**src/rtl/linear_reservoir_runoff_routing_unit_assert.svh**
```systemverilog
// Assertion macros shared by the linear reservoir routing unit.
// Included by the RTL files that carry checks; no other dependencies.
`ifndef LINEAR_RESERVOIR_RUNOFF_ROUTING_UNIT_ASSERT_SVH
`define LINEAR_RESERVOIR_RUNOFF_ROUTING_UNIT_ASSERT_SVH
`ifndef SYNTHESIS
// Antecedent implies consequent in the same cycle.
`define LRR_ASSERT_IMPL(lbl, clk, rst_n, ante, cons) \
    lbl: assert property (@(posedge clk) disable iff (!rst_n) (ante) |-> (cons)) \
        else $error("linear reservoir routing check failed");
// Antecedent implies consequent in the next cycle.
`define LRR_ASSERT_NEXT(lbl, clk, rst_n, ante, cons) \
    lbl: assert property (@(posedge clk) disable iff (!rst_n) (ante) |=> (cons)) \
        else $error("linear reservoir routing check failed");
`else
`define LRR_ASSERT_IMPL(lbl, clk, rst_n, ante, cons)
`define LRR_ASSERT_NEXT(lbl, clk, rst_n, ante, cons)
`endif
`endif

```
**src/rtl/lrr_pkg.sv**
```systemverilog
// Package of the linear reservoir routing unit: widths, register indexes,
// payload and control structs. Used by every RTL module; depends on nothing.
package lrr_pkg;

    // Field and datapath widths.
    localparam int FLOW_WIDTH       = 40;
    localparam int COEF_FRAC_BITS   = 16;
    localparam int DEPTH_W          = 20;
    localparam int COEF_REG_W       = 17;
    localparam int FACTOR_W         = 32;
    localparam int FACTOR_FRAC_BITS = 16;
    localparam int CFG_DATA_W       = 32;
    localparam int CFG_IDX_W        = 3;
    localparam int MUL_W            = 32;

    // A flow is fed to the multiplier in chunks of MUL_W bits.
    localparam int NUM_CHUNKS  = (FLOW_WIDTH + MUL_W - 1) / MUL_W;
    localparam int CHUNK_IDX_W = (NUM_CHUNKS > 1) ? $clog2(NUM_CHUNKS) : 1;

    // Configuration register indexes.
    localparam logic [CFG_IDX_W-1:0] CFG_SURFACE_COEF   = CFG_IDX_W'(0);
    localparam logic [CFG_IDX_W-1:0] CFG_INTERFLOW_COEF = CFG_IDX_W'(1);
    localparam logic [CFG_IDX_W-1:0] CFG_GROUND_COEF    = CFG_IDX_W'(2);
    localparam logic [CFG_IDX_W-1:0] CFG_CHANNEL_COEF   = CFG_IDX_W'(3);
    localparam logic [CFG_IDX_W-1:0] CFG_IMPERV_FRAC    = CFG_IDX_W'(4);
    localparam logic [CFG_IDX_W-1:0] CFG_UNIT_FACTOR    = CFG_IDX_W'(5);
    localparam logic [CFG_IDX_W-1:0] CFG_CHANNEL_ROUTE  = CFG_IDX_W'(6);

    // One input item: runoff depths of one time step.
    typedef struct packed {
        logic [DEPTH_W-1:0] surface_depth;
        logic [DEPTH_W-1:0] interflow_depth;
        logic [DEPTH_W-1:0] ground_depth;
        logic [DEPTH_W-1:0] imperv_depth;
    } t_in_item;

    // One result item: reservoir outflows and outlet flow.
    typedef struct packed {
        logic [FLOW_WIDTH-1:0] surface_flow;
        logic [FLOW_WIDTH-1:0] interflow_flow;
        logic [FLOW_WIDTH-1:0] ground_flow;
        logic [FLOW_WIDTH-1:0] total_flow;
        logic [FLOW_WIDTH-1:0] unit_outflow;
    } t_out_item;

    // Configuration register contents as written.
    typedef struct packed {
        logic [COEF_REG_W-1:0] surface_coef;
        logic [COEF_REG_W-1:0] interflow_coef;
        logic [COEF_REG_W-1:0] ground_coef;
        logic [COEF_REG_W-1:0] channel_coef;
        logic [COEF_REG_W-1:0] imperv_frac;
        logic [FACTOR_W-1:0]   unit_factor;
        logic                  channel_route_en;
    } t_cfg;

    // One operation for the shared multiply-accumulate unit.
    typedef struct packed {
        logic                   vld;
        logic                   clr;
        logic                   rnd;
        logic [CHUNK_IDX_W-1:0] chunk;
        logic [MUL_W-1:0]       a;
        logic [MUL_W-1:0]       b;
    } t_mac_op;

    // Accumulator width: reservoir sums, depth-to-flow products and the
    // saturation test on the flow conversion all have to fit.
    function automatic int acc_width(input int cfb);
        int w;
        w = FLOW_WIDTH + cfb + 1;
        if (FLOW_WIDTH + FACTOR_FRAC_BITS + 1 > w) begin
            w = FLOW_WIDTH + FACTOR_FRAC_BITS + 1;
        end
        if (2 * MUL_W > w) begin
            w = 2 * MUL_W;
        end
        return w;
    endfunction

endpackage

```
**src/rtl/lrr_cfg.sv**
```systemverilog
// Configuration register file of the linear reservoir routing unit.
// Depends on lrr_pkg for the register indexes and the t_cfg struct.
module lrr_cfg (
    input  logic                             i_clk,
    input  logic                             i_rst_n,
    input  logic                             i_cfg_we,
    input  logic [lrr_pkg::CFG_IDX_W-1:0]    i_cfg_idx,
    input  logic [lrr_pkg::CFG_DATA_W-1:0]   i_cfg_data,
    output lrr_pkg::t_cfg                    o_cfg
);

    lrr_pkg::t_cfg r_cfg;

    // Register writes; data is cut to each register's width and an
    // unknown index is ignored.
    always_ff @(posedge i_clk) begin
        if (!i_rst_n) begin
            r_cfg <= '0;
        end else if (i_cfg_we) begin
            unique case (i_cfg_idx)
                lrr_pkg::CFG_SURFACE_COEF: begin
                    r_cfg.surface_coef <= i_cfg_data[lrr_pkg::COEF_REG_W-1:0];
                end
                lrr_pkg::CFG_INTERFLOW_COEF: begin
                    r_cfg.interflow_coef <= i_cfg_data[lrr_pkg::COEF_REG_W-1:0];
                end
                lrr_pkg::CFG_GROUND_COEF: begin
                    r_cfg.ground_coef <= i_cfg_data[lrr_pkg::COEF_REG_W-1:0];
                end
                lrr_pkg::CFG_CHANNEL_COEF: begin
                    r_cfg.channel_coef <= i_cfg_data[lrr_pkg::COEF_REG_W-1:0];
                end
                lrr_pkg::CFG_IMPERV_FRAC: begin
                    r_cfg.imperv_frac <= i_cfg_data[lrr_pkg::COEF_REG_W-1:0];
                end
                lrr_pkg::CFG_UNIT_FACTOR: begin
                    r_cfg.unit_factor <= i_cfg_data[lrr_pkg::FACTOR_W-1:0];
                end
                lrr_pkg::CFG_CHANNEL_ROUTE: begin
                    r_cfg.channel_route_en <= i_cfg_data[0];
                end
                default: begin
                end
            endcase
        end
    end

    assign o_cfg = r_cfg;

endmodule

```
**src/rtl/lrr_mac.sv**
```systemverilog
// Shared multiply-accumulate unit: one registered 32x32 product per cycle,
// added at a chunk offset into a wide accumulator. Depends on lrr_pkg.
module lrr_mac #(
    parameter int COEF_FRAC_BITS = lrr_pkg::COEF_FRAC_BITS
) (
    input  logic                                          i_clk,
    input  logic                                          i_rst_n,
    input  lrr_pkg::t_mac_op                              i_op,
    output logic [lrr_pkg::acc_width(COEF_FRAC_BITS)-1:0] o_acc
);

    localparam int ACC_W = lrr_pkg::acc_width(COEF_FRAC_BITS);
    localparam int PROD_W = 2 * lrr_pkg::MUL_W;
    localparam logic [ACC_W-1:0] HALF = ACC_W'(1) << (COEF_FRAC_BITS - 1);

    logic                               r_vld;
    logic                               r_clr;
    logic                               r_rnd;
    logic [lrr_pkg::CHUNK_IDX_W-1:0]    r_chunk;
    logic [PROD_W-1:0]                  r_prod;
    logic [ACC_W-1:0]                   r_acc;
    logic [ACC_W-1:0]                   acc_base;
    logic [ACC_W-1:0]                   prod_shifted;

    // Product stage.
    always_ff @(posedge i_clk) begin
        if (!i_rst_n) begin
            r_vld <= 1'b0;
        end else begin
            r_vld <= i_op.vld;
        end
        r_clr   <= i_op.clr;
        r_rnd   <= i_op.rnd;
        r_chunk <= i_op.chunk;
        r_prod  <= PROD_W'(i_op.a) * PROD_W'(i_op.b);
    end

    // A cleared sum starts from the rounding half or from zero.
    assign acc_base     = r_clr ? (r_rnd ? HALF : '0) : r_acc;
    assign prod_shifted = ACC_W'(r_prod) << (r_chunk * lrr_pkg::MUL_W);

    // Accumulate stage.
    always_ff @(posedge i_clk) begin
        if (r_vld) begin
            r_acc <= acc_base + prod_shifted;
        end
    end

    assign o_acc = r_acc;

endmodule

```
**src/rtl/lrr_ctrl.sv**
```systemverilog
// Sequencer and datapath registers of the linear reservoir routing unit:
// steps each item through the shared MAC and holds the reservoir stores.
// Depends on lrr_pkg and the assertion macro header.
`include "linear_reservoir_runoff_routing_unit_assert.svh"

module lrr_ctrl #(
    parameter int COEF_FRAC_BITS = lrr_pkg::COEF_FRAC_BITS
) (
    input  logic                                          i_clk,
    input  logic                                          i_rst_n,
    input  lrr_pkg::t_cfg                                 i_cfg,
    input  logic                                          i_in_valid,
    output logic                                          o_in_stall,
    input  lrr_pkg::t_in_item                             i_in_data,
    output logic                                          o_out_valid,
    input  logic                                          i_out_stall,
    output lrr_pkg::t_out_item                            o_out_data,
    output lrr_pkg::t_mac_op                              o_op,
    input  logic [lrr_pkg::acc_width(COEF_FRAC_BITS)-1:0] i_acc
);

    localparam int FW    = lrr_pkg::FLOW_WIDTH;
    localparam int CW    = COEF_FRAC_BITS + 1;
    localparam int ACC_W = lrr_pkg::acc_width(COEF_FRAC_BITS);
    localparam int NCH   = lrr_pkg::NUM_CHUNKS;
    localparam int CH_W  = lrr_pkg::CHUNK_IDX_W;
    localparam int M_W   = $clog2(2 * NCH);
    localparam int MW    = lrr_pkg::MUL_W;
    localparam int DW    = lrr_pkg::DEPTH_W;
    localparam int CMP_W = (lrr_pkg::COEF_REG_W > CW) ? lrr_pkg::COEF_REG_W : CW;
    localparam int FFB   = lrr_pkg::FACTOR_FRAC_BITS;

    localparam logic [CW-1:0]  ONE    = {1'b1, {COEF_FRAC_BITS{1'b0}}};
    localparam logic [M_W-1:0] M_LAST = M_W'(2 * NCH - 1);
    localparam logic [M_W-1:0] M_NCH  = M_W'(NCH);

    // Reservoir indexes.
    localparam logic [1:0] RES_SURFACE = 2'd0;
    localparam logic [1:0] RES_INTER   = 2'd1;
    localparam logic [1:0] RES_GROUND  = 2'd2;
    localparam logic [1:0] RES_CHANNEL = 2'd3;

    typedef enum logic [3:0] {
        S_IDLE, S_PERV, S_PWAIT, S_FLOW, S_FWAIT, S_XCAP,
        S_RMAC, S_RWAIT, S_RDONE, S_SUM1, S_SUM2, S_DONE
    } t_state;

    t_state                 r_state;
    logic [1:0]             r_res;
    logic [M_W-1:0]         r_m;
    lrr_pkg::t_in_item      r_in;
    logic [FW-1:0]          r_x;
    logic [FW-1:0]          r_tot;
    logic [FW-1:0]          r_store [0:3];
    lrr_pkg::t_out_item     r_out;
    logic                   r_out_vld;
    logic                   n_out_vld;

    logic [DW-1:0]          depth_sel;
    logic [lrr_pkg::COEF_REG_W-1:0] coef_raw;
    logic [CW-1:0]          coef;
    logic [CW-1:0]          kcoef;
    logic [CW-1:0]          perv;
    logic [DW:0]            perv_depth;
    logic [FW-1:0]          flow_sat;
    logic [FW-1:0]          res_new;
    logic                   in_q;
    logic [M_W-1:0]         chunk_full;
    logic [CH_W-1:0]        chunk;
    logic [NCH*MW-1:0]      q_pad;
    logic [NCH*MW-1:0]      x_pad;
    logic [FW-1:0]          sum_a;
    logic [FW-1:0]          sum_b;
    logic [FW:0]            sum_raw;
    logic [FW-1:0]          sum_sat;
    logic [FW-1:0]          unit_flow;
    logic                   out_load;
    lrr_pkg::t_mac_op       op;

    // A coefficient or fraction above one counts as one.
    function automatic logic [CW-1:0] clamp_one(input logic [lrr_pkg::COEF_REG_W-1:0] v);
        logic [CMP_W-1:0] ve;
        ve = CMP_W'(v);
        if (ve > CMP_W'(ONE)) begin
            ve = CMP_W'(ONE);
        end
        return CW'(ve);
    endfunction

    // Depth and coefficient of the reservoir being worked on.
    always_comb begin
        unique case (r_res)
            RES_SURFACE: depth_sel = r_in.surface_depth;
            RES_INTER:   depth_sel = r_in.interflow_depth;
            default:     depth_sel = r_in.ground_depth;
        endcase
    end

    always_comb begin
        unique case (r_res)
            RES_SURFACE: coef_raw = i_cfg.surface_coef;
            RES_INTER:   coef_raw = i_cfg.interflow_coef;
            RES_GROUND:  coef_raw = i_cfg.ground_coef;
            default:     coef_raw = i_cfg.channel_coef;
        endcase
    end

    assign coef  = clamp_one(coef_raw);
    assign kcoef = ONE - coef;
    assign perv  = ONE - clamp_one(i_cfg.imperv_frac);

    // Rounded pervious depth; the impervious depth joins the surface one.
    assign perv_depth = (DW + 1)'(i_acc[COEF_FRAC_BITS +: DW])
                      + ((r_res == RES_SURFACE) ? (DW + 1)'(r_in.imperv_depth) : '0);

    // Depth-to-flow product, truncated and saturated.
    assign flow_sat = (|i_acc[ACC_W-1:FW+FFB]) ? {FW{1'b1}} : i_acc[FFB +: FW];

    // New reservoir outflow from the rounded weighted sum.
    assign res_new = i_acc[COEF_FRAC_BITS +: FW];

    // Chunk selection for the reservoir sum: store chunks, then inflow chunks.
    assign in_q       = (r_m < M_NCH);
    assign chunk_full = in_q ? r_m : (r_m - M_NCH);
    assign chunk      = CH_W'(chunk_full);
    assign q_pad      = (NCH * MW)'(r_store[r_res]);
    assign x_pad      = (NCH * MW)'(r_x);

    // Shared saturating adder for the total flow.
    assign sum_a   = (r_state == S_SUM1) ? r_store[RES_SURFACE] : r_tot;
    assign sum_b   = (r_state == S_SUM1) ? r_store[RES_INTER] : r_store[RES_GROUND];
    assign sum_raw = {1'b0, sum_a} + {1'b0, sum_b};
    assign sum_sat = sum_raw[FW] ? {FW{1'b1}} : sum_raw[FW-1:0];

    assign unit_flow = i_cfg.channel_route_en ? r_store[RES_CHANNEL] : r_tot;

    // The output register loads once the previous result has been taken, and
    // otherwise stays full until its transfer.
    assign out_load  = (r_state == S_DONE) && (!r_out_vld || !i_out_stall);
    assign n_out_vld = out_load || (r_out_vld && i_out_stall);

    // Operation issued to the MAC in each state.
    always_comb begin
        op = '0;
        unique case (r_state)
            S_PERV: begin
                op.vld = 1'b1;
                op.clr = 1'b1;
                op.rnd = 1'b1;
                op.a   = MW'(depth_sel);
                op.b   = MW'(perv);
            end
            S_FLOW: begin
                op.vld = 1'b1;
                op.clr = 1'b1;
                op.a   = MW'(perv_depth);
                op.b   = i_cfg.unit_factor;
            end
            S_RMAC: begin
                op.vld   = 1'b1;
                op.clr   = (r_m == '0);
                op.rnd   = (r_m == '0);
                op.chunk = chunk;
                op.a     = in_q ? q_pad[chunk*MW +: MW] : x_pad[chunk*MW +: MW];
                op.b     = in_q ? MW'(coef) : MW'(kcoef);
            end
            default: begin
            end
        endcase
    end

    // Sequencer, stores and the output register.
    always_ff @(posedge i_clk) begin
        if (!i_rst_n) begin
            r_state   <= S_IDLE;
            r_res     <= RES_SURFACE;
            r_m       <= '0;
            r_out_vld <= 1'b0;
            for (int i = 0; i < 4; i++) begin
                r_store[i] <= '0;
            end
        end else begin
            r_out_vld <= n_out_vld;
            unique case (r_state)
                S_IDLE: begin
                    if (i_in_valid) begin
                        r_in    <= i_in_data;
                        r_res   <= RES_SURFACE;
                        r_state <= S_PERV;
                    end
                end
                S_PERV:  r_state <= S_PWAIT;
                S_PWAIT: r_state <= S_FLOW;
                S_FLOW:  r_state <= S_FWAIT;
                S_FWAIT: r_state <= S_XCAP;
                S_XCAP: begin
                    r_x     <= flow_sat;
                    r_m     <= '0;
                    r_state <= S_RMAC;
                end
                S_RMAC: begin
                    if (r_m == M_LAST) begin
                        r_state <= S_RWAIT;
                    end else begin
                        r_m <= r_m + 1'b1;
                    end
                end
                S_RWAIT: r_state <= S_RDONE;
                S_RDONE: begin
                    r_store[r_res] <= res_new;
                    if (r_res == RES_GROUND) begin
                        r_state <= S_SUM1;
                    end else if (r_res == RES_CHANNEL) begin
                        r_state <= S_DONE;
                    end else begin
                        r_res   <= r_res + 1'b1;
                        r_state <= S_PERV;
                    end
                end
                S_SUM1: begin
                    r_tot   <= sum_sat;
                    r_state <= S_SUM2;
                end
                S_SUM2: begin
                    r_tot <= sum_sat;
                    r_x   <= sum_sat;
                    if (i_cfg.channel_route_en) begin
                        r_res   <= RES_CHANNEL;
                        r_m     <= '0;
                        r_state <= S_RMAC;
                    end else begin
                        r_state <= S_DONE;
                    end
                end
                S_DONE: begin
                    // Wait here only while the previous result is still unclaimed.
                    if (out_load) begin
                        r_out.surface_flow   <= r_store[RES_SURFACE];
                        r_out.interflow_flow <= r_store[RES_INTER];
                        r_out.ground_flow    <= r_store[RES_GROUND];
                        r_out.total_flow     <= r_tot;
                        r_out.unit_outflow   <= unit_flow;
                        r_store[RES_CHANNEL] <= unit_flow;
                        r_state              <= S_IDLE;
                    end
                end
                default: r_state <= S_IDLE;
            endcase
        end
    end

    assign o_in_stall  = (r_state != S_IDLE);
    assign o_out_valid = r_out_vld;
    assign o_out_data  = r_out;
    assign o_op        = op;

    // An accepted item makes the block busy on the next cycle.
    `LRR_ASSERT_NEXT(a_accept_busy, i_clk, i_rst_n, i_in_valid && !o_in_stall, o_in_stall)
    // A rounded pervious depth never exceeds the raw depth.
    `LRR_ASSERT_IMPL(a_perv_fits, i_clk, i_rst_n, r_state == S_FLOW, i_acc[ACC_W-1:COEF_FRAC_BITS+DW] == '0)
    // A reservoir outflow never exceeds the larger of store and inflow.
    `LRR_ASSERT_IMPL(a_res_fits, i_clk, i_rst_n, r_state == S_RDONE, i_acc[ACC_W-1:COEF_FRAC_BITS+FW] == '0)
    // A result appears only from the final state of an item.
    `LRR_ASSERT_IMPL(a_out_load, i_clk, i_rst_n, $rose(r_out_vld), $past(r_state) == S_DONE)

endmodule

```
**src/rtl/linear_reservoir_runoff_routing_unit.sv**
```systemverilog
// Linear reservoir runoff routing unit: one time step of a catchment unit
// per item. Takes an item only when idle and holds one finished result in an
// output register, so the next item may start while that result waits. With
// channel routing enabled, an item also runs the channel reservoir sum. The
// block is idle again from the edge that loads a result into the output
// register; a result still stalled when the next one is ready holds the
// sequencer in its last state until it is taken. The item rate is set by
// the single shared 32x32 multiply-accumulate unit, which forms every
// product in turn (depth scaling, depth-to-flow conversion and each
// reservoir sum chunk by chunk) and passes each through its product and
// accumulate registers before a step that depends on it goes on.
// Depends on lrr_pkg, lrr_cfg, lrr_mac and lrr_ctrl.
module linear_reservoir_runoff_routing_unit #(
    parameter int COEF_FRAC_BITS = lrr_pkg::COEF_FRAC_BITS
) (
    input  logic                            i_clk,
    input  logic                            i_rst_n,
    input  logic                            i_cfg_we,
    input  logic [lrr_pkg::CFG_IDX_W-1:0]   i_cfg_idx,
    input  logic [lrr_pkg::CFG_DATA_W-1:0]  i_cfg_data,
    input  logic                            i_in_valid,
    output logic                            o_in_stall,
    input  lrr_pkg::t_in_item               i_in_data,
    output logic                            o_out_valid,
    input  logic                            i_out_stall,
    output lrr_pkg::t_out_item              o_out_data
);

    localparam int ACC_W = lrr_pkg::acc_width(COEF_FRAC_BITS);

    lrr_pkg::t_cfg      cfg;
    lrr_pkg::t_mac_op   mac_op;
    logic [ACC_W-1:0]   mac_acc;

    // Configuration registers.
    lrr_cfg u_cfg (
        .i_clk      (i_clk),
        .i_rst_n    (i_rst_n),
        .i_cfg_we   (i_cfg_we),
        .i_cfg_idx  (i_cfg_idx),
        .i_cfg_data (i_cfg_data),
        .o_cfg      (cfg)
    );

    // Sequencer with reservoir stores and output register.
    lrr_ctrl #(
        .COEF_FRAC_BITS (COEF_FRAC_BITS)
    ) u_ctrl (
        .i_clk       (i_clk),
        .i_rst_n     (i_rst_n),
        .i_cfg       (cfg),
        .i_in_valid  (i_in_valid),
        .o_in_stall  (o_in_stall),
        .i_in_data   (i_in_data),
        .o_out_valid (o_out_valid),
        .i_out_stall (i_out_stall),
        .o_out_data  (o_out_data),
        .o_op        (mac_op),
        .i_acc       (mac_acc)
    );

    // Shared multiply-accumulate unit.
    lrr_mac #(
        .COEF_FRAC_BITS (COEF_FRAC_BITS)
    ) u_mac (
        .i_clk   (i_clk),
        .i_rst_n (i_rst_n),
        .i_op    (mac_op),
        .o_acc   (mac_acc)
    );

endmodule

```
**config.mk**
```make
export PLATFORM = sky130hd
export DESIGN_NAME = linear_reservoir_runoff_routing_unit
export DESIGN_NICKNAME = d
export VERILOG_FILES = /design/src/rtl/lrr_pkg.sv /design/src/rtl/lrr_cfg.sv /design/src/rtl/lrr_mac.sv /design/src/rtl/lrr_ctrl.sv /design/src/rtl/linear_reservoir_runoff_routing_unit.sv
export VERILOG_INCLUDE_DIRS = /design/src /design/src/rtl
export SDC_FILE = /design/constraint.sdc
export NUM_CORES = 2
export LEC_CHECK = 0
export BUFFER_PORTS_ARGS = -buffer_cell sky130_fd_sc_hd__buf_2
export CORE_MARGIN = 1.5
export CORE_UTILIZATION = 58
export DETAILED_ROUTE_END_ITERATION = 8
export PLACE_DENSITY_LB_ADDON = 0.05
export REMOVE_ABC_BUFFERS = 1
export SYNTH_ARGS = -nofsm -noshare
export SYNTH_HDL_FRONTEND = slang
export SYNTH_HIERARCHICAL = 1
export SYNTH_SLANG_ARGS = --single-unit
```
**constraint.sdc**
```tcl
create_clock -name i_clk -period 10.04 [get_ports i_clk]
set_input_delay 0.502 -clock i_clk [delete_from_list [all_inputs] [get_ports i_clk]]
set_output_delay 0.502 -clock i_clk [all_outputs]
set_load 0.1 [all_outputs]
```
# --- Word-level counts from Yosys, hierarchy flattened ---
# Memory sizes are Yosys's and may differ from the RTL's. A register that Yosys moved wholly into a read port is not among the register bits.
# Index checks and enable logic that the tools add are counted.
totals:
  reg_bits: 619
  latchBits: 0
  ram_bits: 160
  rom_bits: 0
  inputBits: 120
  out_inout_bits: 202
  wordCells: 153
  mem_count: 1
classes:
  n_addsub: 8
  mul: 1
  div_mod_pow: 0
  order_cmp: 3
  eq_ne: 28
  n_shift: 3
  muxes: 48
  bitwise_logic: 1
  n_reduce_logical: 32
mem_list:
  columns: ["name", "depth", "width", "rd", "rd_ports_with_merged_regs", "write_ports", "line", "source"]
  rows:
  - ["u_ctrl.r_store", 4, 40, 5, 1, 4, "lrr_ctrl.sv:54", "logic [FW-1:0] r_store [0:3];"]
ops:
  columns: ["operator", "count"]
  rows:
  - ["40-bit two-way mux", 7]
  - ["64-bit case mux with 3 select lines", 1]
  - ["64-bit by 7-bit variable part select with 32-bit output", 2]
  - ["40-bit case mux with 2 select lines", 1]
  - ["64-bit adder", 1]
  - ["32-bit by 32-bit multiplier with 64-bit output", 1]
  - ["64-bit two-way mux", 1]
  - ["64-bit by 6-bit left shift with 64-bit output", 1]
  - ["17-bit two-way mux", 3]
  - ["17-bit case mux with 3 select lines", 1]
  - ["4-bit case mux with 12 select lines", 1]
  - ["40-bit by 40-bit adder with 41-bit output", 1]
  - ["20-bit case mux with 2 select lines", 1]
  - ["40-bit OR reduction", 1]
  - ["17-bit greater-than comparator (second input constant)", 2]
  - ["17-bit subtractor (first input constant)", 2]
  - ["32-bit two-way mux", 1]
  - ["4-bit two-way mux", 6]
  - ["20-bit by 21-bit adder with 21-bit output", 1]
  - ["20-bit two-way mux", 1]
  - ["2-bit two-way mux", 9]
  - ["2-bit AND reduction", 9]
  - ["4-bit by 3-bit equality test with 1-bit output (second input constant)", 4]
  - ["4-bit equality test (second input constant)", 4]
  - ["31 further kinds", 62]

# --- Depth between registers and ports, before layout ---
logic_depth:
  depth_word: 8
  ltp_mapped: 48
  ltp_nobuf: 42

# --- Modules after synthesis ---
# Netlist, hierarchy kept.
modules_own_cells:
  columns: ["module", "instances", "cells_each", "area_each_um2", "seq_area_each_um2"]
  rows:
  - ["lrr_mac", 1, 4608, 41972.8, 3283.1]
  - ["lrr_ctrl", 1, 2094, 26306.5, 15835.2]
  - ["lrr_cfg", 1, 423, 4319.1, 2362.3]

# --- Worst setup path before layout ---
# No wires, ideal clock.
synth_path:
  path_kind: "reg2reg"
  startpoint: "register u_ctrl.r_res[0]"
  endpoint: "register u_mac.r_prod[57]"
  setup_ns: 0.129
  arrival_time_ns: 10.408
  required_time_ns: 9.911
  setup_slack_ns: -0.497
  stages_incl_launch_ff: 45
  n_path_buf: 6
  synth_period_minus_slack_ns: 10.537
  cell_sequence: "dfxtp_1 -> inv_1 -> ha_1 -> buf_2 -> buf_1 -> buf_1 -> clkbuf_1 -> and2_1 -> ha_1 -> inv_1 -> fa_1 -> nor2b_1 -> o21ai_1 -> a21boi_0 -> o221a_2 -> o41ai_2 -> o21ai_0 -> a31oi_1 -> (+9 left out) -> inv_1 -> fa_1 -> fa_1 -> fa_1 -> inv_1 -> fa_1 -> inv_1 -> ha_1 -> buf_6 -> a21o_1 -> a21o_1 -> a21oi_2 -> nand2_2 -> o41ai_2 -> o211ai_2 -> a311oi_4 -> o21ai_1 -> xor2_1"
synth_rtl:
  columns: ["element", "line", "source"]
  rows:
  - ["start: declaration", "lrr_ctrl.sv:49", "logic [1:0] r_res;"]
  - ["start signal: assignment", "lrr_ctrl.sv:216", "r_res <= r_res + 1'b1;"]
  - ["end signal: assignment", "lrr_mac.sv:35", "r_prod <= PROD_W'(i_op.a) * PROD_W'(i_op.b);"]
  - ["end: declaration", "lrr_mac.sv:20", "logic [PROD_W-1:0] r_prod;"]

==> run_results.csv <==
group,metric,value,unit
placement,post-dp-hpwl,162,mm
grt,number_of_antenna_violations_at_the_first_check_in_global_routing,5,
floorplan,floorplan.die.height,357,um
synthesis,synthDominantAreaCellType,"sky130_fd_sc_hd__fa_1",
cts,cts.clk_slew.worst_paths,0.06,ns
setup_path,critPathRequiredTime,10.62,ns
grt,grtUsageTotal,34.3,%
power_and_ir_drop,p_int,6.06,mW
setup_path,setup.worst_path.class,"flip-flop to flip-flop",
sta,finalMaxSlewViolations,0,
cts,tritoncts,"yes",
synthesis,postSynth.asyncResetShare,0,%
min_path,hold_path_class,"input port to flip-flop",
synthesis,synth_cell_type_count,104,
sta,fin_worst_skew,0.0617,ns
route,initialDrtViolationCount,5228,
floorplan,ios,322,
route,post_drt_wl_per_cell,23.9,um
power_and_ir_drop,power_density_cells,107,nW/um2
route,drt_drc_violations_left,83,
grt,grt_max_degree,173,
setup_path,path_max_fanout,18,
cts,ctsLongestPathBuffers,3,
route,drt.antenna.violating_nets,0,
floorplan,core-area,124000,um2
sta,max-slew-margin-rel,26.1,%
synthesis,synth.yosys.warnings,6,
power_and_ir_drop,clockPowerShare,36.6,%
placement,port_buffers,321,
layout,post_route_cells_drive_above_1_share,14.8,%
sta,timing.final.crit_share,97.1,%
job,drv.max_cap_violation_count,0,
synthesis,synth.ff_latch_count,781,
sta,fmax,103,MHz
placement,gp_routability_congestion,0.968,
grt,number_of_global_route_vias_before_repair,55884,
synthesis,synth_sequential_area_ratio,29.6,%
placement,postPlaceCellArea,77000,um2
status,violated_checks,"DRC",
floorplan,fp_rows,129,
setup_path,crit_top_cell,"sky130_fd_sc_hd__fa_1",
floorplan,fp.dieW,357,um
synthesis,post_synth_top_area_share,24.8,%
power_and_ir_drop,netSwitchingPower,2.67,mW
sta,setup_violations,0,
setup_path,start_kind,"flip-flop",
setup_path,cp.arrival,10.32,ns
sta,fin_crit,9.75,ns
route,num_vias,54431,
power_and_ir_drop,sequentialPowerShare,42.5,%
power_and_ir_drop,vdd.ir_drop.worst,0.000132,V
cts,root_buffer_cell,"sky130_fd_sc_hd__clkbuf_16",
cts,clk-insertion-delay-late,0.71,ns
cts,clock_h_tree_levels,3,
synthesis,ys.flop_type,"sky130_fd_sc_hd__edfxtp_1",
floorplan,initial_utilization,58.6,%
grt,globalRouteOverflowTotal,0,
layout,final_design_area_no_fill,81700,um2
setup_path,critical-path-max-stage-delay,0.54,ns
power_and_ir_drop,leak_pwr,36.7,nW
layout,nets,8878,
layout,post-route-util,65.9,%
synthesis,number_of_synthesized_flops_with_an_enable_pin,584,
floorplan,floorplan.die_area,127000,um2
setup_path,worst-r2r-setup-slack,0.29,ns
synthesis,synth.avg_cell_area,10.2,um2
power_and_ir_drop,share_comb_of_total_power,20.9,%
sta,worst_pin_slew,1.11,ns
route,totalWireLength,219,mm
synthesis,netlist_top_cells_area,"sky130_fd_sc_hd__fa_1 25%, sky130_fd_sc_hd__edfxtp_1 24%, sky130_fd_sc_hd__ha_1 6.8%",
cts,cts_made_buffers,86,
grt,first_pass_grt_wire_length,332,mm
power_and_ir_drop,p_sw_share,30.6,%
route,dr.pass1.iters,9,
setup_path,slowest_stage,"sky130_fd_sc_hd__fa_2",
power_and_ir_drop,totalPowerFinal,8.74,mW
layout,area_delta_synth_final,12.5,%
setup_path,end_kind,"flip-flop",
synthesis,number_of_instances_in_the_synthesized_netlist,7125,
synthesis,mappedNetlistArea,72600,um2
route,vias_per_cell,5.93,
cts,tritoncts_num_sinks,781,
status,outcome,"finished, violations left",
sta,timing.final.hold_violations,0,
sta,finalHoldWorstSlack,0.0518,ns
## metrics by stage
step / TNS (ns) / cells / worst slack [ns]
2_1_floorplan: -29.93 / 6734 / -1.23
3_3_place_gp: 0 / 8896 / 0.105
3_5_place_dp: 0 / 8896 / 0.0609
4_1_cts: 0 / 9126 / 0.00853
5_1_grt: -0.590 / 9170 / -0.0810
6_report: 0 / 9172 / 0.293
## routing by layer
| layer | vias to the layer above | global-route usage, % | part of all wire [%] |
|---|---|---|---|
| met5 | - | 0 | 0 |
| met4 | 0 | 13.6 | 4.2 |
| met3 | 460 | 3.89 | 7.5 |
| met2 | 2410 | 56.8 | 48 |
| met1 | 27634 | 46.3 | 41 |
| li1 | 23927 | - | - |
## final timing paths
path              cells after the start                     end                  from
hold reg to reg                       0  u_ctrl/o_out_data[168]  u_ctrl/r_store[0][8]
hold / removal                        3         u_cfg/o_cfg[20]        i_cfg_data[19]
setup / recovery                     39        u_mac/r_prod[61]       u_ctrl/r_res[1]
setup reg to reg                     39        u_mac/r_prod[61]       u_ctrl/r_res[1]
## kinds of logic after synthesis
group	Yosys count	synth area share (%)
AO/OA/AOI/OAI	924	8.42
XOR/XNOR	182	2.20
adder cells (fa/ha/maj)	1294	31.6
buffers and inverters	1400	7.40
flip-flops	781	29.6
multiplexers	336	5.68
AND/OR/NAND/NOR	2208	15.1
## power by group through the flow
| stage | sequential [mW] | combinational [mW] | clock [mW] |
|---|---|---|---|
| 2_1_floorplan | 3.73 | 0.981 | 0 |
| 3_3_place_gp | 3.78 | 1.65 | 0 |
| 3_5_place_dp | 3.78 | 1.66 | 0 |
| 4_1_cts | 3.71 | 1.70 | 3.23 |
| 5_1_grt | 3.72 | 1.95 | 3.36 |
| 6_report | 3.72 | 1.83 | 3.19 |
## timing repair
action / in CTS / in global routing
hold buffers: 73 / 0
buffers inserted: 0 / 33
resized for setup: 0 / 152
endpoints found under the setup margin: 0 / 34
hold endpoints to repair: 73 / 0
## synth_stat cells, drive strengths merged (16+ instances only)
| master | instances |
|---|---|
| nor3 | 33 |
| a211oi | 33 |
| mux2i | 134 |
| mux2 | 157 |
| o21a | 30 |
| inv | 1008 |
| buf | 58 |
| a31oi | 24 |
| nor4 | 16 |
| o21ai | 168 |
| and3 | 32 |
| xnor2 | 109 |
| nor2b | 124 |
| ha | 395 |
| nor2 | 288 |
| a21boi | 16 |
| mux4 | 45 |
| nand4 | 42 |
| o21bai | 32 |
| and2 | 686 |
| edfxtp | 584 |
| dfxtp | 197 |
| o211ai | 18 |
| a22oi | 66 |
| a21o | 98 |
| nand3 | 68 |
| nand2 | 843 |
| a21oi | 310 |
| clkbuf | 333 |
| fa | 899 |
| xor2 | 73 |
| nand2b | 22 |
## critical path: cells and delay by family, from the launching register on
kind / cells / cell delay [ns]
AOI/OAI and AO/OA: 11 / 2.51
xor gates and xnor gates: 2 / 0.40
adders and majority gates: 10 / 4.17
buffers and inverters: 10 / 1.05
DFF: 1 / 0.33
and+or+nand+nor: 6 / 1.16
## flip-flops by register name, indices dropped and copies added, names as in the netlist, 2 cells and up, named ones only
name / count
u_ctrl/r_store: 160
u_mac/r_prod: 64
u_cfg/o_cfg: 118
u_ctrl/r_in: 80
u_mac/o_acc: 64
u_ctrl/r_res: 2
u_ctrl/r_x: 40
u_ctrl/r_m: 2
u_ctrl/r_tot: 40
u_ctrl/o_out_data: 200
u_ctrl/r_state: 4
## area by class of cell
type	count	area [um2]
multi-input combinational	4944	46600
fill	9954	42300
sequential	781	21500
timing repair buffer	642	4980
inverter	1009	3790
clock buffer	119	2360
tap	1637	2050
clock inverter	38	444
antenna	2	5.00
## cell usage in the layout (no fill, tap or decap), types with 31 or more instances in the layout
master / count
sky130_fd_sc_hd__dlygate4sd3_1: 73
sky130_fd_sc_hd__fa_1: 878
sky130_fd_sc_hd__a21oi_1: 277
sky130_fd_sc_hd__dfxtp_1: 188
sky130_fd_sc_hd__nor2b_1: 124
sky130_fd_sc_hd__ha_1: 375
sky130_fd_sc_hd__buf_2: 320
sky130_fd_sc_hd__a21oi_2: 31
sky130_fd_sc_hd__edfxtp_1: 584
sky130_fd_sc_hd__nand2_1: 834
sky130_fd_sc_hd__mux2i_1: 134
sky130_fd_sc_hd__o21ai_1: 43
sky130_fd_sc_hd__nor2_1: 282
sky130_fd_sc_hd__inv_1: 1002
sky130_fd_sc_hd__o21bai_1: 31
sky130_fd_sc_hd__nand3_1: 63
sky130_fd_sc_hd__xor2_1: 72
sky130_fd_sc_hd__a22oi_1: 66
sky130_fd_sc_hd__and2_1: 683
sky130_fd_sc_hd__clkbuf_16: 97
sky130_fd_sc_hd__nand4_1: 42
sky130_fd_sc_hd__buf_4: 183
sky130_fd_sc_hd__a21o_1: 98
sky130_fd_sc_hd__xnor2_1: 109
sky130_fd_sc_hd__mux2_2: 156
sky130_fd_sc_hd__buf_12: 47
sky130_fd_sc_hd__o21ai_0: 92
sky130_fd_sc_hd__mux4_2: 45
(Power assumes the default switching activity.)
